<file path="config.mk">
export PLATFORM = sky130hd
export DESIGN_NAME = printable_string_escaper_flat
export DESIGN_NICKNAME = d
export VERILOG_FILES = /design/src/sv/pse_pkg.sv /design/src/sv/pse_if.sv /design/src/sv/pse_ram.sv /design/src/sv/pse_ctrl.sv /design/src/sv/pse_dp.sv /design/src/sv/printable_string_escaper.sv /design/src/flat_wrapper.sv
export SDC_FILE = /design/constraint.sdc
export NUM_CORES = 1
export LEC_CHECK = 0
export BUFFER_PORTS_ARGS = -buffer_cell sky130_fd_sc_hd__buf_2
export CAP_MARGIN = 30
export CORE_MARGIN = 5
export CORE_UTILIZATION = 40
export DETAILED_ROUTE_END_ITERATION = 6
export GPL_ROUTABILITY_DRIVEN = 1
export GPL_TIMING_DRIVEN = 1
export PLACE_DENSITY_LB_ADDON = 0.12
export SLEW_MARGIN = 5
export SYNTH_ARGS = -nofsm -noshare
export SYNTH_HDL_FRONTEND = slang
export SYNTH_SLANG_ARGS = --single-unit
</file>
<file path="constraint.sdc">
create_clock -name clk -period 2.8 [get_ports clk]
set_input_delay 0.56 -clock clk [delete_from_list [all_inputs] [get_ports clk]]
set_output_delay 0.56 -clock clk [all_outputs]
set_load 0.02 [all_outputs]
</file>
<file path="src/sv/pse_pkg.sv">
`timescale 1ns / 1ps

package pse_pkg;

	// Store depth and output capacity register
	localparam int MAX_LEN = 32;
	localparam int CAP_W = 11;
	localparam logic [CAP_W-1:0] CAP_RESET = 11'd64;

	// Character codes
	localparam logic [7:0] CH_SPACE  = 8'h20;
	localparam logic [7:0] CH_NUL    = 8'h00;
	localparam logic [7:0] CH_ZERO   = 8'h30;
	localparam logic [7:0] CH_BSLASH = 8'h5C;
	localparam logic [7:0] CH_QMARK  = 8'h3F;
	localparam logic [7:0] CH_TOP    = 8'h80;

	// Slots an escape sequence uses
	localparam logic [CAP_W-1:0] ESC_COST = 11'd4;

	typedef enum logic [1:0] {
		ST_IDLE,
		ST_READ,
		ST_EMIT,
		ST_TERM
	} state_t;

	// Controller to datapath
	typedef struct packed {
		logic take;   // store incoming byte
		logic start;  // begin emitting stored string
		logic rd;     // read store at walk index
		logic emit;   // load chunk into output register
		logic term;   // load terminator, clear string state
	} cmd_t;

	// Datapath to controller
	typedef struct packed {
		logic more;      // another byte to emit and budget left
		logic out_free;  // output register can take an item
	} stat_t;

endpackage

</file>
<file path="src/sv/pse_if.sv">
`timescale 1ns / 1ps

// Source byte channel
interface pse_in_if;
	logic       valid;
	logic       ready;
	logic [7:0] in_byte;
	logic       has_byte;
	logic       end_of_string;

	modport source (output valid, output in_byte, output has_byte, output end_of_string,
		input ready);
	modport sink (input valid, input in_byte, input has_byte, input end_of_string,
		output ready);
endinterface

// Result channel
interface pse_out_if;
	logic        valid;
	logic        ready;
	logic [31:0] out_chars;
	logic [2:0]  out_count;
	logic        string_done;
	logic        input_overflow;

	modport source (output valid, output out_chars, output out_count, output string_done,
		output input_overflow, input ready);
	modport sink (input valid, input out_chars, input out_count, input string_done,
		input input_overflow, output ready);
endinterface

// Capacity register write channel
interface pse_cfg_if;
	logic                         valid;
	logic                         ready;
	logic [pse_pkg::CAP_W-1:0]    data;

	modport source (output valid, output data, input ready);
	modport sink (input valid, input data, output ready);
endinterface

</file>
<file path="src/sv/pse_ram.sv">
`timescale 1ns / 1ps

// Simple dual-port RAM, registered read
module pse_ram #(
	parameter int WIDTH = 8,
	parameter int DEPTH = 32,
	localparam int AW = (DEPTH > 1) ? $clog2(DEPTH) : 1
) (
	input  logic             clk,
	input  logic             we,
	input  logic [AW-1:0]    waddr,
	input  logic [WIDTH-1:0] wdata,
	input  logic             re,
	input  logic [AW-1:0]    raddr,
	output logic [WIDTH-1:0] rdata
);

	logic [WIDTH-1:0] mem_q [DEPTH];

	always_ff @(posedge clk) begin
		if (we) begin
			mem_q[waddr] <= wdata;
		end
		if (re) begin
			rdata <= mem_q[raddr];
		end
	end

endmodule

</file>
<file path="src/sv/pse_ctrl.sv">
`timescale 1ns / 1ps

module pse_ctrl (
	input  logic           clk,
	input  logic           arst_n,
	input  logic           in_valid,
	input  logic           in_end,
	output logic           in_ready,
	output pse_pkg::cmd_t  cmd,
	input  pse_pkg::stat_t stat
);

	pse_pkg::state_t state_q, state_d;

	// State register
	always_ff @(posedge clk or negedge arst_n) begin
		if (!arst_n) begin
			state_q <= pse_pkg::ST_IDLE;
		end else begin
			state_q <= state_d;
		end
	end

	// Next state and commands
	always_comb begin
		state_d  = state_q;
		in_ready = 1'b0;
		cmd      = '0;
		case (state_q)
			pse_pkg::ST_IDLE: begin
				in_ready = 1'b1;
				if (in_valid) begin
					cmd.take = 1'b1;
					if (in_end) begin
						cmd.start = 1'b1;
						state_d   = pse_pkg::ST_READ;
					end
				end
			end
			pse_pkg::ST_READ: begin
				if (stat.more) begin
					cmd.rd  = 1'b1;
					state_d = pse_pkg::ST_EMIT;
				end else begin
					state_d = pse_pkg::ST_TERM;
				end
			end
			pse_pkg::ST_EMIT: begin
				if (stat.out_free) begin
					cmd.emit = 1'b1;
					state_d  = pse_pkg::ST_READ;
				end
			end
			pse_pkg::ST_TERM: begin
				if (stat.out_free) begin
					cmd.term = 1'b1;
					state_d  = pse_pkg::ST_IDLE;
				end
			end
			default: begin
				state_d = pse_pkg::ST_IDLE;
			end
		endcase
	end

endmodule

</file>
<file path="src/sv/pse_dp.sv">
`timescale 1ns / 1ps

module pse_dp #(
	parameter int MAX_LEN = pse_pkg::MAX_LEN
) (
	input  logic                      clk,
	input  logic                      arst_n,
	input  logic [7:0]                in_byte,
	input  logic                      has_byte,
	input  logic                      cap_we,
	input  logic [pse_pkg::CAP_W-1:0] cap_wdata,
	input  pse_pkg::cmd_t             cmd,
	output pse_pkg::stat_t            stat,
	input  logic                      out_ready,
	output logic                      out_valid,
	output logic [31:0]               out_chars,
	output logic [2:0]                out_count,
	output logic                      string_done,
	output logic                      input_overflow
);

	localparam int CW = $clog2(MAX_LEN + 1);
	localparam int AW = (MAX_LEN > 1) ? $clog2(MAX_LEN) : 1;

	logic [CW-1:0]             stored_count_q, trim_len_q, idx_q;
	logic                      past_q, ovf_q;
	logic [pse_pkg::CAP_W-1:0] cap_q, remain_q;
	logic                      keep, store_we, full;
	logic [7:0]                rd_data;
	logic                      out_valid_q;
	logic [31:0]               out_chars_q;
	logic [2:0]                out_count_q;
	logic                      out_done_q, out_ovf_q;
	logic [31:0]               chunk_chars;
	logic [2:0]                chunk_cnt;
	logic [pse_pkg::CAP_W-1:0] chunk_cost;
	logic                      printable;

	// Byte intake: drop leading spaces, flag bytes past the store
	assign keep     = cmd.take && has_byte && (past_q || (in_byte != pse_pkg::CH_SPACE));
	assign full     = (stored_count_q == CW'(MAX_LEN));
	assign store_we = keep && !full;

	pse_ram #(
		.WIDTH(8),
		.DEPTH(MAX_LEN)
	) u_store (
		.clk  (clk),
		.we   (store_we),
		.waddr(stored_count_q[AW-1:0]),
		.wdata(in_byte),
		.re   (cmd.rd),
		.raddr(idx_q[AW-1:0]),
		.rdata(rd_data)
	);

	// String state; trim_len tracks the end of the last non-space, non-zero byte
	always_ff @(posedge clk or negedge arst_n) begin
		if (!arst_n) begin
			stored_count_q <= '0;
			trim_len_q     <= '0;
			past_q         <= 1'b0;
			ovf_q          <= 1'b0;
			idx_q          <= '0;
			remain_q       <= '0;
			cap_q          <= pse_pkg::CAP_RESET;
		end else begin
			if (cap_we) begin
				cap_q <= cap_wdata;
			end
			if (keep) begin
				past_q <= 1'b1;
				if (full) begin
					ovf_q <= 1'b1;
				end
			end
			if (store_we) begin
				stored_count_q <= stored_count_q + CW'(1);
				if (in_byte != pse_pkg::CH_SPACE && in_byte != pse_pkg::CH_NUL) begin
					trim_len_q <= stored_count_q + CW'(1);
				end
			end
			if (cmd.start) begin
				idx_q    <= '0;
				remain_q <= cap_q;
			end
			if (cmd.emit) begin
				idx_q    <= idx_q + CW'(1);
				remain_q <= remain_q - chunk_cost;
			end
			if (cmd.term) begin
				stored_count_q <= '0;
				trim_len_q     <= '0;
				past_q         <= 1'b0;
				ovf_q          <= 1'b0;
			end
		end
	end

	// Chunk for the byte just read
	assign printable = (rd_data >= pse_pkg::CH_SPACE) && (rd_data < pse_pkg::CH_TOP);

	always_comb begin
		if (printable) begin
			chunk_chars = {24'd0, rd_data};
			chunk_cnt   = 3'd1;
			chunk_cost  = pse_pkg::CAP_W'(1);
		end else if (remain_q > pse_pkg::ESC_COST) begin
			chunk_chars = {pse_pkg::CH_ZERO + {5'd0, rd_data[2:0]},
				pse_pkg::CH_ZERO + {5'd0, rd_data[5:3]},
				pse_pkg::CH_ZERO + {6'd0, rd_data[7:6]},
				pse_pkg::CH_BSLASH};
			chunk_cnt   = 3'd4;
			chunk_cost  = pse_pkg::ESC_COST;
		end else begin
			chunk_chars = {24'd0, pse_pkg::CH_QMARK};
			chunk_cnt   = 3'd1;
			chunk_cost  = pse_pkg::CAP_W'(1);
		end
	end

	// Output register
	always_ff @(posedge clk or negedge arst_n) begin
		if (!arst_n) begin
			out_valid_q <= 1'b0;
		end else if (cmd.emit || cmd.term) begin
			out_valid_q <= 1'b1;
		end else if (out_ready) begin
			out_valid_q <= 1'b0;
		end
	end

	always_ff @(posedge clk) begin
		if (cmd.emit) begin
			out_chars_q <= chunk_chars;
			out_count_q <= chunk_cnt;
			out_done_q  <= 1'b0;
			out_ovf_q   <= 1'b0;
		end else if (cmd.term) begin
			out_chars_q <= '0;
			out_count_q <= '0;
			out_done_q  <= 1'b1;
			out_ovf_q   <= ovf_q;
		end
	end

	assign out_valid      = out_valid_q;
	assign out_chars      = out_chars_q;
	assign out_count      = out_count_q;
	assign string_done    = out_done_q;
	assign input_overflow = out_ovf_q;

	assign stat.more     = (idx_q < trim_len_q) && (remain_q > pse_pkg::CAP_W'(1));
	assign stat.out_free = !out_valid_q || out_ready;

`ifndef SYNTHESIS
	a_count_bound: assert property (@(posedge clk) disable iff (!arst_n)
		stored_count_q <= CW'(MAX_LEN))
		else $error("stored count beyond store depth");

	a_trim_bound: assert property (@(posedge clk) disable iff (!arst_n)
		trim_len_q <= stored_count_q)
		else $error("trimmed length beyond stored count");

	a_term_clears: assert property (@(posedge clk) disable iff (!arst_n)
		cmd.term |=> (stored_count_q == '0) && !ovf_q && !past_q && out_valid_q)
		else $error("terminator did not clear string state");

	a_emit_budget: assert property (@(posedge clk) disable iff (!arst_n)
		cmd.emit |-> (remain_q > pse_pkg::CAP_W'(1)) && (chunk_cost <= remain_q))
		else $error("chunk emitted beyond output capacity");
`endif

endmodule

</file>
<file path="src/sv/printable_string_escaper.sv">
`timescale 1ns / 1ps

// Sanitizes an identification string for display.
// byte_ch: one source byte per item (has_byte qualifies in_byte, end_of_string
//   closes the string). Leading spaces are dropped; bytes past MAX_LEN are
//   dropped and reported on the terminator.
// result_ch: one item per kept byte up to the last non-blank, non-NUL one while budget
//   lasts (the byte itself, a backslash and three octal digits, or '?' near the end of
//   the budget), then a terminator item with string_done set and the overflow flag.
// cfg_ch: writes out_capacity (buffer size including the terminator); always
//   ready; the user must write it only while the block is idle (not enforced here).
// Timing: bytes without the end mark are taken one per cycle. After the end
//   item the block walks the store: for each result one state issues the
//   registered store read, the next loads the output register once it is free;
//   after the last chunk (or at once for an end item that yields no chunk) a
//   last state loads the terminator. byte_ch is not ready during the walk.
// Stalls: a held result waits in the output register; the walk resumes as
//   soon as the receiver takes it.
// Reset: string counters clear, out_capacity returns to 64; store contents are
//   undefined but never read before being written.
module printable_string_escaper #(
	parameter int MAX_LEN = pse_pkg::MAX_LEN
) (
	input logic       clk,
	input logic       arst_n,
	pse_in_if.sink    byte_ch,
	pse_out_if.source result_ch,
	pse_cfg_if.sink   cfg_ch
);

	pse_pkg::cmd_t  cmd;
	pse_pkg::stat_t stat;

	assign cfg_ch.ready = 1'b1;

	pse_ctrl u_ctrl (
		.clk     (clk),
		.arst_n  (arst_n),
		.in_valid(byte_ch.valid),
		.in_end  (byte_ch.end_of_string),
		.in_ready(byte_ch.ready),
		.cmd     (cmd),
		.stat    (stat)
	);

	pse_dp #(
		.MAX_LEN(MAX_LEN)
	) u_dp (
		.clk           (clk),
		.arst_n        (arst_n),
		.in_byte       (byte_ch.in_byte),
		.has_byte      (byte_ch.has_byte),
		.cap_we        (cfg_ch.valid),
		.cap_wdata     (cfg_ch.data),
		.cmd           (cmd),
		.stat          (stat),
		.out_ready     (result_ch.ready),
		.out_valid     (result_ch.valid),
		.out_chars     (result_ch.out_chars),
		.out_count     (result_ch.out_count),
		.string_done   (result_ch.string_done),
		.input_overflow(result_ch.input_overflow)
	);

endmodule

</file>
<file path="src/flat_wrapper.sv">
// flat-port wrapper written by rule: the top's interface ports become plain ports
module printable_string_escaper_flat 
#(
	parameter int MAX_LEN = pse_pkg::MAX_LEN
)
  (clk, arst_n, byte_ch_valid, byte_ch_in_byte, byte_ch_has_byte, byte_ch_end_of_string, byte_ch_ready, result_ch_valid, result_ch_out_chars, result_ch_out_count, result_ch_string_done, result_ch_input_overflow, result_ch_ready, cfg_ch_valid, cfg_ch_data, cfg_ch_ready);
  pse_in_if byte_ch_i ();
  pse_out_if result_ch_i ();
  pse_cfg_if cfg_ch_i ();
  input logic clk;
  input logic arst_n;
  input wire logic [$bits(byte_ch_i.valid)-1:0] byte_ch_valid;
  input wire logic [$bits(byte_ch_i.in_byte)-1:0] byte_ch_in_byte;
  input wire logic [$bits(byte_ch_i.has_byte)-1:0] byte_ch_has_byte;
  input wire logic [$bits(byte_ch_i.end_of_string)-1:0] byte_ch_end_of_string;
  output wire logic [$bits(byte_ch_i.ready)-1:0] byte_ch_ready;
  output wire logic [$bits(result_ch_i.valid)-1:0] result_ch_valid;
  output wire logic [$bits(result_ch_i.out_chars)-1:0] result_ch_out_chars;
  output wire logic [$bits(result_ch_i.out_count)-1:0] result_ch_out_count;
  output wire logic [$bits(result_ch_i.string_done)-1:0] result_ch_string_done;
  output wire logic [$bits(result_ch_i.input_overflow)-1:0] result_ch_input_overflow;
  input wire logic [$bits(result_ch_i.ready)-1:0] result_ch_ready;
  input wire logic [$bits(cfg_ch_i.valid)-1:0] cfg_ch_valid;
  input wire logic [$bits(cfg_ch_i.data)-1:0] cfg_ch_data;
  output wire logic [$bits(cfg_ch_i.ready)-1:0] cfg_ch_ready;
  assign byte_ch_i.valid = byte_ch_valid;
  assign byte_ch_i.in_byte = byte_ch_in_byte;
  assign byte_ch_i.has_byte = byte_ch_has_byte;
  assign byte_ch_i.end_of_string = byte_ch_end_of_string;
  assign byte_ch_ready = byte_ch_i.ready;
  assign result_ch_valid = result_ch_i.valid;
  assign result_ch_out_chars = result_ch_i.out_chars;
  assign result_ch_out_count = result_ch_i.out_count;
  assign result_ch_string_done = result_ch_i.string_done;
  assign result_ch_input_overflow = result_ch_i.input_overflow;
  assign result_ch_i.ready = result_ch_ready;
  assign cfg_ch_i.valid = cfg_ch_valid;
  assign cfg_ch_i.data = cfg_ch_data;
  assign cfg_ch_ready = cfg_ch_i.ready;
  printable_string_escaper #(.MAX_LEN(MAX_LEN)) u_core (.clk(clk), .arst_n(arst_n), .byte_ch(byte_ch_i), .result_ch(result_ch_i), .cfg_ch(cfg_ch_i));
endmodule
</file>
# Word level (Yosys, flattened, before mapping)

Memory sizes are Yosys's and may differ from the RTL's. A register that Yosys moved wholly into a read port is not among the register bits.
Cells that the tools add are included.

Memory bits (writable): 256
Memory bits (read-only): 0
Input bits: 26
Bits in latches: 0
Register bits: 82
Memories: 1
Output and inout bits: 40

$lt $le $gt $ge: 5
Reduce and logical (&&, ||, !) cells: 23
Multiplexer cells: 43
Equality and inequality tests: 9
Divide/modulo/power cells: 0
Multiply operators: 0
Bitwise operators: 0
Shifts and indexed selects: 0
Add/sub/neg operators: 6

Memory list:

| memory                    | depth | bits a word | rd ports | clocked after Yosys merged registers in | wr ports | RTL line      | source |
|---|---|---|---|---|---|---|---|
| u_core.u_dp.u_store.mem_q | 32    | 8           | 1        | 1                                       | 1        | pse_ram.sv:18 | `logic [WIDTH-1:0] mem_q [DEPTH];` |

Operator list:

| cell                                                                     | count |
|---|---|
| 32-bit two-way mux                                                       | 2 |
| 31-bit two-way mux                                                       | 2 |
| 6-bit two-way mux                                                        | 7 |
| 11-bit two-way mux                                                       | 2 |
| 3-bit two-way mux                                                        | 6 |
| 1-bit two-way mux                                                        | 17 |
| 6-bit by 3-bit adder with 7-bit output (first input constant)            | 2 |
| 2-bit nonzero test                                                       | 7 |
| 6-bit by 1-bit adder with 6-bit output (second input constant)           | 2 |
| 2-bit two-way mux                                                        | 6 |
| 11-bit by 1-bit > comparator with 1-bit output (second input constant)   | 1 |
| 11-bit by 3-bit > comparator with 1-bit output (second input constant)   | 1 |
| 11-bit subtractor                                                        | 1 |
| 8-bit by 6-bit >= comparator with 1-bit output (second input constant)   | 1 |
| 8-bit less-than comparator (second input constant)                       | 1 |
| 8-bit by 6-bit inequality test with 1-bit output (second input constant) | 1 |
| 2-bit one-hot mux with 4 select lines                                    | 1 |
| 8-bit nonzero test                                                       | 1 |
| 6-bit by 2-bit adder with 7-bit output (first input constant)            | 1 |
| 6-bit equality test (second input constant)                              | 1 |
| 1-bit logical AND                                                        | 6 |
| 6-bit less-than comparator                                               | 1 |
| 2-bit equality test (second input constant)                              | 2 |
| 2-bit by 1-bit inequality test with 1-bit output (second input constant) | 2 |
| 7 further kinds                                                          | 12 |

# Depth between registers and ports, before layout

Gate-level depths: netlist (run 1).

Word-level depth: 8
Mapped depth: 10
Mapped depth without buffers: 10

# Hierarchy

Synthesis (run 1) repeated with hierarchy kept, for this count alone.

Cells, all modules: 735
Area total of the unflattened synthesis: 13521.7 um^2

Modules (own cells, without submodules):

| module                   | cells each | times used | seq. area each (um^2) | area each (um^2) |
|---|---|---|---|---|
| pse_ram                  | 417        | 1          | 7927.6                | 10133.5 |
| pse_dp                   | 301        | 1          | 1687.9                | 3243.1 |
| pse_ctrl                 | 15         | 1          | 50.0                  | 133.9 |
| printable_string_escaper | 2          | 1          | 0.0                   | 11.3 |

# Least setup slack after synthesis (run 1)

Ideal clock, no wire load.

Kind: reg-to-reg
Start: reg u_core.u_dp.remain_q[8] (netlist name)
End: reg u_core.u_dp.remain_q[8] (netlist name)
Setup slack: -0.054 ns
Required time: 2.674 ns
Setup time: 0.126 ns
Data arrival time: 2.728 ns
Stages on the path, launching flop included: 11
Cell sequence: dfrtp_1 -> nor4_2 -> nand3_1 -> o21ai_1 -> ha_1 -> ha_1 -> inv_1 -> a21o_1 -> nor4_1 -> a21oi_1 -> a221o_1

Longest elaborated chain between the ends: 5

RTL lines:

| item                                           | RTL line      | source |
|---|---|---|
| from (decl)                                    | pse_dp.sv:27  | `logic [pse_pkg::CAP_W-1:0] cap_q, remain_q;` |
| from (signal assigned)                         | pse_dp.sv:85  | `remain_q <= cap_q;` |
| from (signal assigned)                         | pse_dp.sv:89  | `remain_q <= remain_q - chunk_cost;` |
| 11-bit by 3-bit > comparator with 1-bit output | pse_dp.sv:108 | `end else if (remain_q > pse_pkg::ESC_COST) begin` |
| 3-bit two-way mux                              | pse_dp.sv:108 |  |
| 3-bit two-way mux                              | pse_dp.sv:104 | `if (printable) begin` |
| 11-bit subtractor *                            | pse_dp.sv:89  |  |
| 11-bit two-way mux *                           | pse_dp.sv:87  | `if (cmd.emit) begin` |

Mark *: on every way between the ends. The rest lies on a longest branch, timed or not.
A chain may end at the register's enable or synchronous reset.

# Worst setup path in the final report (run 1)

Start: reg u_core.u_dp.stored_count_q[0]
End: mem u_core.u_dp.u_store.mem_q[27][6], enable pin

Longest elaborated chain between the ends: 5

RTL lines:

| item                                    | RTL line      | source |
|---|---|---|
| from (decl)                             | pse_dp.sv:25  | `logic [CW-1:0] stored_count_q, trim_len_q, idx_q;` |
| from (signal assigned)                  | pse_dp.sv:78  | `stored_count_q <= stored_count_q + CW'(1);` |
| 6-bit equality test                     | pse_dp.sv:41  | `assign full = (stored_count_q == CW'(MAX_LEN));` |
| 1-bit logical NOT                       | pse_dp.sv:42  | `assign store_we = keep && !full;` |
| 1-bit logical AND                       | pse_dp.sv:42  |  |
| 1-bit two-way mux                       | pse_ram.sv:21 | `if (we) begin` |
| 1-bit two-way mux (implied by the code) | pse_ram.sv:22 | `mem_q[waddr] <= wdata;` |
| to (decl)                               | pse_ram.sv:18 |  |

Several ways; a longest one is shown, not always the timed one.

==> results of run 1 <==
## sequential cells by signal, summed over array words and instances (netlist names)
signal / flops
u_core.u_dp.idx_q: 6
u_core.u_dp.u_store.mem_q: 256
u_core.u_dp.stored_count_q: 6
u_core.u_dp.input_overflow: 1
u_core.u_ctrl.state_q: 2
u_core.u_dp.cap_q: 11
u_core.u_dp.out_chars: 17
u_core.u_dp.remain_q: 11
u_core.u_dp.string_done: 1
u_core.u_dp.ovf_q: 1
u_core.u_dp.out_valid: 1
u_core.u_dp.trim_len_q: 6
u_core.u_dp.u_store.rdata: 8
u_core.u_dp.out_count: 2
u_core.u_dp.past_q: 1
## power by group
group	switching (mW)	internal (mW)
clock network	1.87	2.51
logic	1.82	1.52
registers	0.255	5.77
total	3.95	9.79
## layout make-up
| type | instances | share of cell area |
|---|---|---|
| Tap cell | 448 | 0.0359 |
| Inverter | 16 | 0.00385 |
| Clock buffer | 49 | 0.0636 |
| Sequential cell | 330 | 0.620 |
| Multi-Input combinational cell | 346 | 0.224 |
| Timing Repair Buffer | 104 | 0.0462 |
| Clock inverter | 18 | 0.00674 |
## metal layers
metal,vias up,wire [µm]
li1,3069,-
met1,3522,12800
met2,190,14100
met3,51,2050
met4,0,609
met5,-,0
## kinds of logic (layout without fill, tap and decap cells)
logic type	after synthesis	after routing	synth area share
compound gates	62	62	0.0320
xor+xnor	5	5	0.00327
fa+ha+maj	13	13	0.0122
buf+inv	63	187	0.0246
flops	330	330	0.722
mux	101	101	0.152
other cells	2	13	0.000561
simple gates	152	152	0.0531
## worst max-delay path, cell delays in order (launching register included)
cell and delay [ns]:
sky130_fd_sc_hd__dfrtp_1 0.35, sky130_fd_sc_hd__inv_1 0.06, sky130_fd_sc_hd__ha_1 0.20, sky130_fd_sc_hd__and2_1 0.15
sky130_fd_sc_hd__a211oi_1 0.38, sky130_fd_sc_hd__nand3_1 0.51, sky130_fd_sc_hd__buf_4 0.33, sky130_fd_sc_hd__nor2_2 0.37
## through the flow
| step | TNS (ns) | setup WS, ns | hold slack, ns |
|---|---|---|---|
| 6_report | 0 | 0.0855 | 0.131 |
| 5_1_grt | -2.09 | -0.0604 | 0.197 |
| 4_1_cts | 0 | 0.00418 | 0.152 |
| 3_5_place_dp | -4.41 | -0.142 | 0.456 |
| 3_3_place_gp | -1.35 | -0.0996 | 0.454 |
| 2_1_floorplan | 0 | 0.143 | 0.264 |
## repair_timing
item,CTS,global route
gates resized for setup,7,12
endpoints found under the setup margin,48,124
hold endpoints to repair,0,0
hold buffers,0,0
setup buffers,0,0
pin swaps,0,0
## final timing paths
check	startpoint	end	depth (start not counted)
max in group asynchronous	arst_n	u_core.u_dp.trim_len_q[2]$_DFFE_PN0P_	2
max reg2reg	u_core.u_dp.stored_count_q[0]$_DFFE_PN0P_	u_core.u_dp.u_store.mem_q[27][6]$_DFFE_PP_	7
max	u_core.u_dp.stored_count_q[0]$_DFFE_PN0P_	u_core.u_dp.u_store.mem_q[27][6]$_DFFE_PP_	7
min in group clk	cfg_ch_data[9]	u_core.u_dp.cap_q[9]$_DFFE_PN0P_	2
min reg2reg	u_core.u_dp.input_overflow$_SDFFE_PP0P_	u_core.u_dp.input_overflow$_SDFFE_PP0P_	2
min	arst_n	u_core.u_dp.remain_q[6]$_DFFE_PN0P_	1
## cell usage in the layout (no fill, tap or decap), drive strengths merged, types with 3 or more instances in the layout
| cell type | Yosys | layout |
|---|---|---|
| buf | 29 | 104 |
| dfrtp | 44 | 44 |
| and3 | 3 | 3 |
| nand2b | 6 | 6 |
| edfxtp | 283 | 283 |
| inv | 15 | 16 |
| a21oi | 11 | 11 |
| nand3b | 4 | 4 |
| conb | 2 | 13 |
| clkbuf | 18 | 49 |
| xnor2 | 3 | 3 |
| ha | 13 | 13 |
| nor3b | 3 | 3 |
| clkinv | 1 | 18 |
| a221o | 4 | 4 |
| mux2 | 20 | 20 |
| nor4 | 3 | 3 |
| and2 | 12 | 12 |
| nand3 | 10 | 10 |
| nor2 | 56 | 56 |
| a211oi | 3 | 3 |
| nor3 | 4 | 4 |
| nand2 | 44 | 44 |
| mux4 | 80 | 80 |
| o21a | 5 | 5 |
| o21ai | 16 | 16 |
==> results.md, run 1 <==
- The congestion estimate from routability-driven global placement came to 0.789.
- The routed wire length per instance is approximately 23 µm.
- In this run the vertical extent of the chip is 193 µm.
- The finished cells cover between 15000 and 20000 µm².
- The number of global-route vias before repair is 7277.
- The maximum root-to-sink buffer count is 3.
- In this run the most used layer during global routing was met2.
- STA classifies the critical path startpoint as a flip-flop.
- The kind of capture point of the worst setup path is a flip-flop.
- The cell count after synthesis is 728.
- The clock period could shrink to around 2.7 ns.
- The cell sitting at the root of the clock tree is a sky130_fd_sc_hd__clkbuf_16.
- The most common cell in the synthesized netlist is sky130_fd_sc_hd__edfxtp_1.
- The total instance count after detailed placement is around 1.2k.
- In this run, synthesis produced a sequential element count of 330.
- 0 antenna diodes ended up in the layout.
- The clock latency on the worst-skew pair is between 0.5 and 0.6 ns.
- The multi-input combinational cell area is approximately 3500 µm².
- In this run, the number of DRC markers left after iteration 0 of detailed routing was 304.
- After clock tree synthesis, the clock-pin slew on the worst setup and hold paths is 0.06 ns.
- The number of synthesized flops with an enable pin is 283.
- The instance area after placement is 14400 µm².
- The final core utilization is 0.469.
- After the flow finishes, the layout carries non-filler instances totaling 1311.
- For this block, the via count after detailed routing is 6832.
- The count of nets left with antenna violations once routing finished came out at 0.
- The number of antenna violations at the first check in global routing is 0.
- TritonCTS built the clock tree.
- The synthesized area per cell is 18.4 µm².
- For this run, the leading register cell type out of synthesis is sky130_fd_sc_hd__edfxtp_1.
- The die is a little under 200 µm wide.
- Summed over all layers, the routed wires come to 29600 µm.
- VDD sags by at most around 530 µV.
- The wire-length estimate of the detail-placed layout is 20100 µm.
- In this run the worst hold path is classified as input pin to async pin.
- In this run the static leakage power is 5.28 nW.
- The met3 demand-to-capacity share in global routing is 0.0297.
- The largest net degree at the start of global routing is 37.
- On the final layout, the worst clock skew is around 0.013 ns.
- The number of I/O pins is 66.
- In the global route stage, overall resource usage came out at 0.163.
- In this run the worst path has a maximum fanout of 8.
- The fraction of met1 tracks used by global routing is 0.232.
- After the last flow step, the layout net total stands at 874.
- The global-route wire length before repair is 45300 µm.
- The share of the Yosys chip area taken by registers is 0.722.
- The ratio of routed vias to standard cells is 5.21.
- The area of the mapped netlist is 13400 µm².
- The number of fill cells in the layout is 2871.
- The fraction of layout cells with a size suffix above 1 is 0.320.
- Setup slack on the worst reg-to-reg path comes out at 0.09 ns.
- By startpoint and endpoint, the worst setup path is classified as flip-flop to flip-flop.
- For met2 alone, demand over resource in global routing was 0.263.
- The total power density per cell area is just under 900 nW/µm².
- The max-cap check violation count is 0.
- In the post-synthesis netlist, the biggest area contributors are sky130_fd_sc_hd__edfxtp_1, sky130_fd_sc_hd__mux4_2, sky130_fd_sc_hd__dfrtp_1.
- The layout-stage area growth over the synthesis result is 16.6%.
- The data arrival time at the worst-slack endpoint is 2.88 ns.
- Across the whole layout, storage elements account for 9670 µm².
- Static timing analysis puts the maximum clock frequency at 368 MHz.
- The biggest area contributor in the post-synthesis netlist is sky130_fd_sc_hd__edfxtp_1.
- In this run, CTS created clock tree buffers numbering 37.
- Of the post-synthesis cell area, the dominant cell type holds 0.635.
- Setup violations remaining at the end of the flow were counted as 0.
- The H-tree generated during clock tree synthesis spans 2 levels.
- The async set-reset flop share out of synthesis is 0.136.
- The starting utilization of the core area is 0.402.
- The relative max-transition margin is 0.450.
- The total count of hold-check failures in the final report is 0.
- The data required time of the critical path is 2.96 ns.
- The first TritonRoute pass finished after 5 iterations.
- At the pin with the least slew margin, the transition time is 0.825 ns.
- The count of different cell masters after synthesis is 58.
- Summing internal, switching and leakage power gives 13.7 mW.
- Buffers placed on the I/O ports in this run total 53.
- The die footprint is 37200 µm².
- The number of pins with negative max-slew slack in the final report was 0.
- After floorplanning, the core was divided into 67 placement rows.
- After detailed routing, the number of remaining DRC violations is 0.
- The total overflow left after global routing is 0.
- By count the netlist is led by sky130_fd_sc_hd__edfxtp_1, sky130_fd_sc_hd__mux4_2, sky130_fd_sc_hd__nor2_1, sky130_fd_sc_hd__dfrtp_1, sky130_fd_sc_hd__nand2_1.
- CTS saw between 300 and 400 sinks.
- Setup repair after global routing could not meet its margin everywhere.
- The run finished with clean final reports.
- The core outline area is 33300 µm².
- The count of yosys warnings during synthesis is 0.
- Of the available clock period, the critical path in the final layout requires 0.969.
(Power assumes the default switching activity.)
==> inputs of run 2 (changes only) <==
==> constraint.sdc (replaced) <==
create_clock -name clk -period 3.51 [get_ports clk]
set_input_delay 0.702 -clock clk [delete_from_list [all_inputs] [get_ports clk]]
set_output_delay 0.702 -clock clk [all_outputs]
set_load 0.02 [all_outputs]
==> run 2 against run 1 <==
  * Non-clock buffer count shrank 23
  * Routed wire length grew 0.25%
  * Critical path depth is the same
  * Via count grew 0.29%
  * Clock power shrank 18%
  * Combinational power shrank 25%
  * Register-to-register slack gained 0.15 ns
==> results.md, run 2 (synthesis gave the netlist of run 1 again) <==
- The routed wire length per instance was 23.2 µm (was 22.6 µm).
- The setup TNS after final layout came to 0 ns (unchanged).
- The remaining antenna violation count after routing is 0 (unchanged).
- The CTS root buffer is sky130_fd_sc_hd__clkbuf_16 (unchanged).
- The class of the worst hold path is input pin to async pin (unchanged).
- The number of optimization iterations in the first detailed-route pass is 4 (was 5).
- The initial detailed-routing violation count came to 536 (was 304).
- The overall die width is 193 µm (unchanged).
- The number of failing setup endpoints in the final timing report is 0 (unchanged).
- The starting utilization of the core area was 0.402 (unchanged).
- The number of I/O pins is 66 (unchanged).
- The total clock buffers created by CTS is 36 (was 37).
- The register with the most flip-flops is u_core.u_dp.u_store.mem_q (unchanged).
- The sequential power share was 0.444 (was 0.438).
- The number of antenna violations at the first check in global routing was 1 (was 0).
- The fraction of layout cells with a size suffix above 1 is 0.285 (was 0.320).
- The worst-case hold slack was 0.225 ns (was 0.131 ns).
- The endpoint of the worst-slack reg-to-reg timing path is u_core.u_dp.u_store.mem_q[18][5]$_DFFE_PP_ (was u_core.u_dp.u_store.mem_q[27][6]$_DFFE_PP_).
- The total of cells resized after clock tree synthesis is 0 (was 7).
- The global routing usage summed across all routing layers was 0.163 (about the same).
- The deepest level of the CTS H-tree is 2 (unchanged).
- The length in cells of the worst reg-to-reg path was 7 (unchanged).
- The power spent charging and discharging nets is 3.08 mW (was 3.95 mW).
- The number of placement rows was 67 (unchanged).
- Run status: finished, final reports clean (unchanged).
- The shortest clock period the worst path allows after layout came to 3.27 ns (was 2.71 ns).
- The relative contribution of the clock network to total power came to 0.329 (was 0.319).
- The total power draw was 11.0 mW (was 13.7 mW).
- The total power density per cell area is 714 nW/µm² (was 881 nW/µm²).
- Leading cell types in the layout, fill and taps excluded: sky130_fd_sc_hd__edfxtp_1, sky130_fd_sc_hd__mux4_2, sky130_fd_sc_hd__nor2_1 (was sky130_fd_sc_hd__edfxtp_1, sky130_fd_sc_hd__mux4_2, sky130_fd_sc_hd__buf_2).
- The total number of clock tree sinks is 330 (unchanged).
- The flip-flop count of the largest register after layout is 256 (unchanged).
- The number of global-route vias before repair is 7082 (was 7277).
- The final setup slack of the worst path was 0.236 ns (was 0.0855 ns).
- The peak fanout along the critical path is 15 (was 8).
- The largest net degree at the start of global routing is 33 (was 37).
- The pre-CTS setup slack came to 0.157 ns (was -0.142 ns).
- The global-route wire length before repair came to 45000 µm (was 45300 µm).
- The relative max-transition margin is 0.413 (was 0.450).
- The clock latency on the worst-skew pair was 0.52 ns (about the same).
- The number of pins with negative max-slew slack in the final report was 0 (unchanged).
- The via total after detailed routing was 6852 (was 6832).
- The portion of total power attributed to combinational logic was 0.227 (was 0.243).
- The core outline area came to 33300 µm² (unchanged).
- The post-detailed-placement half-perimeter wirelength is 20000 µm (was 20100 µm).
- The maximum root-to-sink buffer count came to 3 (unchanged).
- The clock transition at the register clock pins on the worst setup and hold paths after CTS came to 0.06 ns (about the same).
- The final RePlAce weighted congestion is 0.813 (was 0.789).
- The kind of capture point of the worst setup path is a flip-flop (unchanged).
- The slew at the pin closest to its max-slew limit is 0.878 ns (was 0.825 ns).
- The ratio of routed vias to standard cells was 5.34 (was 5.21).
- The total wire length after detailed routing is 29700 µm (was 29600 µm).
- The layout-stage area growth over the synthesis result came to 14.7% (was 16.6%).
- The total count of hold-check failures in the final report is 0 (unchanged).
- The data arrival time at the worst-slack endpoint is 3.41 ns (was 2.88 ns).
- The total internal power came to 7.89 mW (was 9.79 mW).
- The leakage power total was 5.17 nW (was 5.28 nW).
- The final setup skew is 0.0156 ns (was 0.0134 ns).
- The peak ir drop on the vdd network is 318 µV (was 535 µV).
- The upper clock frequency limit is 305 MHz (was 368 MHz).
- The post-route fraction of the period consumed by the critical path was 0.933 (was 0.969).
- The data required time of the critical path was 3.65 ns (was 2.96 ns).
- The die footprint is 37200 µm² (unchanged).
- The number of hold buffers added after cts is 0 (unchanged).
- The max-cap check violation count was 0 (unchanged).
- The internal reg-to-reg setup slack is 0.24 ns (was 0.09 ns).
- The total setup buffers inserted after CTS was 0 (unchanged).
- The most common cell after layout, fill and taps aside is sky130_fd_sc_hd__edfxtp_1 (unchanged).
- The category of the critical setup timing path is flip-flop to flip-flop (unchanged).
- The global route total overflow was 0 (unchanged).
- The total DRC errors in the routed layout is 0 (unchanged).
- The clock tree from TritonCTS is done (unchanged).
- Setup repair after global routing missed its margin: yes (unchanged).
- The height of the die is 193 µm (unchanged).
- The number of I/O port buffers is 53 (unchanged).
- The number of nets in the layout was 850 (was 874).
- The type of element launching the critical path is a flip-flop (unchanged).
- The beginning of the worst register-to-register path is u_core.u_dp.stored_count_q[0]$_DFFE_PN0P_ (unchanged).
- The number of diodes added for antenna fixing was 0 (unchanged).
- The switching share of power is 0.281 (was 0.287).
run 2: final cells by class:
| type | instances | area (µm²) |
|---|---|---|
| Sequential cell | 330 | 9670 |
| Clock inverter | 18 | 171 |
| Clock buffer | 44 | 952 |
| Inverter | 16 | 60.1 |
| Fill cell | 2816 | 17900 |
| Timing Repair Buffer | 81 | 510 |
| Multi-Input combinational cell | 346 | 3430 |
| Tap cell | 448 | 561 |
run 2: how the worst max path moves through the flow:
stage / slack (ns) / startpoint / end / cells after the start
floorplan: 0.66 / u_core.u_dp.remain_q[8]$_DFFE_PN0P_ / u_core.u_dp.remain_q[8]$_DFFE_PN0P_ / 10
global placement: 0.21 / byte_ch_valid / u_core.u_dp.u_store.mem_q[18][6]$_DFFE_PP_ / 6
detailed placement: 0.16 / byte_ch_valid / u_core.u_dp.u_store.mem_q[18][0]$_DFFE_PP_ / 6
CTS: 0.18 / u_core.u_dp.stored_count_q[0]$_DFFE_PN0P_ / u_core.u_dp.u_store.mem_q[18][2]$_DFFE_PP_ / 7
global route: -0.02 / u_core.u_dp.stored_count_q[0]$_DFFE_PN0P_ / u_core.u_dp.u_store.mem_q[2][3]$_DFFE_PP_ / 7
finish: 0.24 / u_core.u_dp.stored_count_q[0]$_DFFE_PN0P_ / u_core.u_dp.u_store.mem_q[18][5]$_DFFE_PP_ / 7
run 2: metrics by stage:
stage                util  std cells  instance area (µm²)
floorplan               -        739                13400
global placement    0.427       1220                14200
detailed placement  0.428       1221                14200
CTS                 0.461       1283                15400
global route        0.461       1283                15400
finish              0.461       1283                15400
run 2: per-layer routing:
layer | up-vias | global-route usage | wire, µm
met3 | 51 | 0.0387 | 2190
met2 | 233 | 0.252 | 13700
met4 | 2 | 0.0452 | 682
met1 | 3549 | 0.235 | 13200
met5 | - | 0 | 13
li1 | 3017 | - | -
run 2: power groups by stage:
stage	sequential [mW]	clock (mW)	combinational, mW
after CTS	4.87	3.70	2.53
after detailed placement	4.95	0	2.51
after floorplan	4.93	0	1.71
after global placement	4.94	0	2.50
after global routing	4.92	3.88	2.71
final	4.86	3.61	2.49
run 2: critical path, cell delays in order (launching register included):
cell	delay [ns]
sky130_fd_sc_hd__dfrtp_1	0.43
sky130_fd_sc_hd__inv_1	0.11
sky130_fd_sc_hd__ha_1	0.23
sky130_fd_sc_hd__and2_1	0.16
sky130_fd_sc_hd__a211oi_1	0.35
sky130_fd_sc_hd__and2_1	0.46
sky130_fd_sc_hd__nand2_1	0.41
sky130_fd_sc_hd__nor2_1	0.76
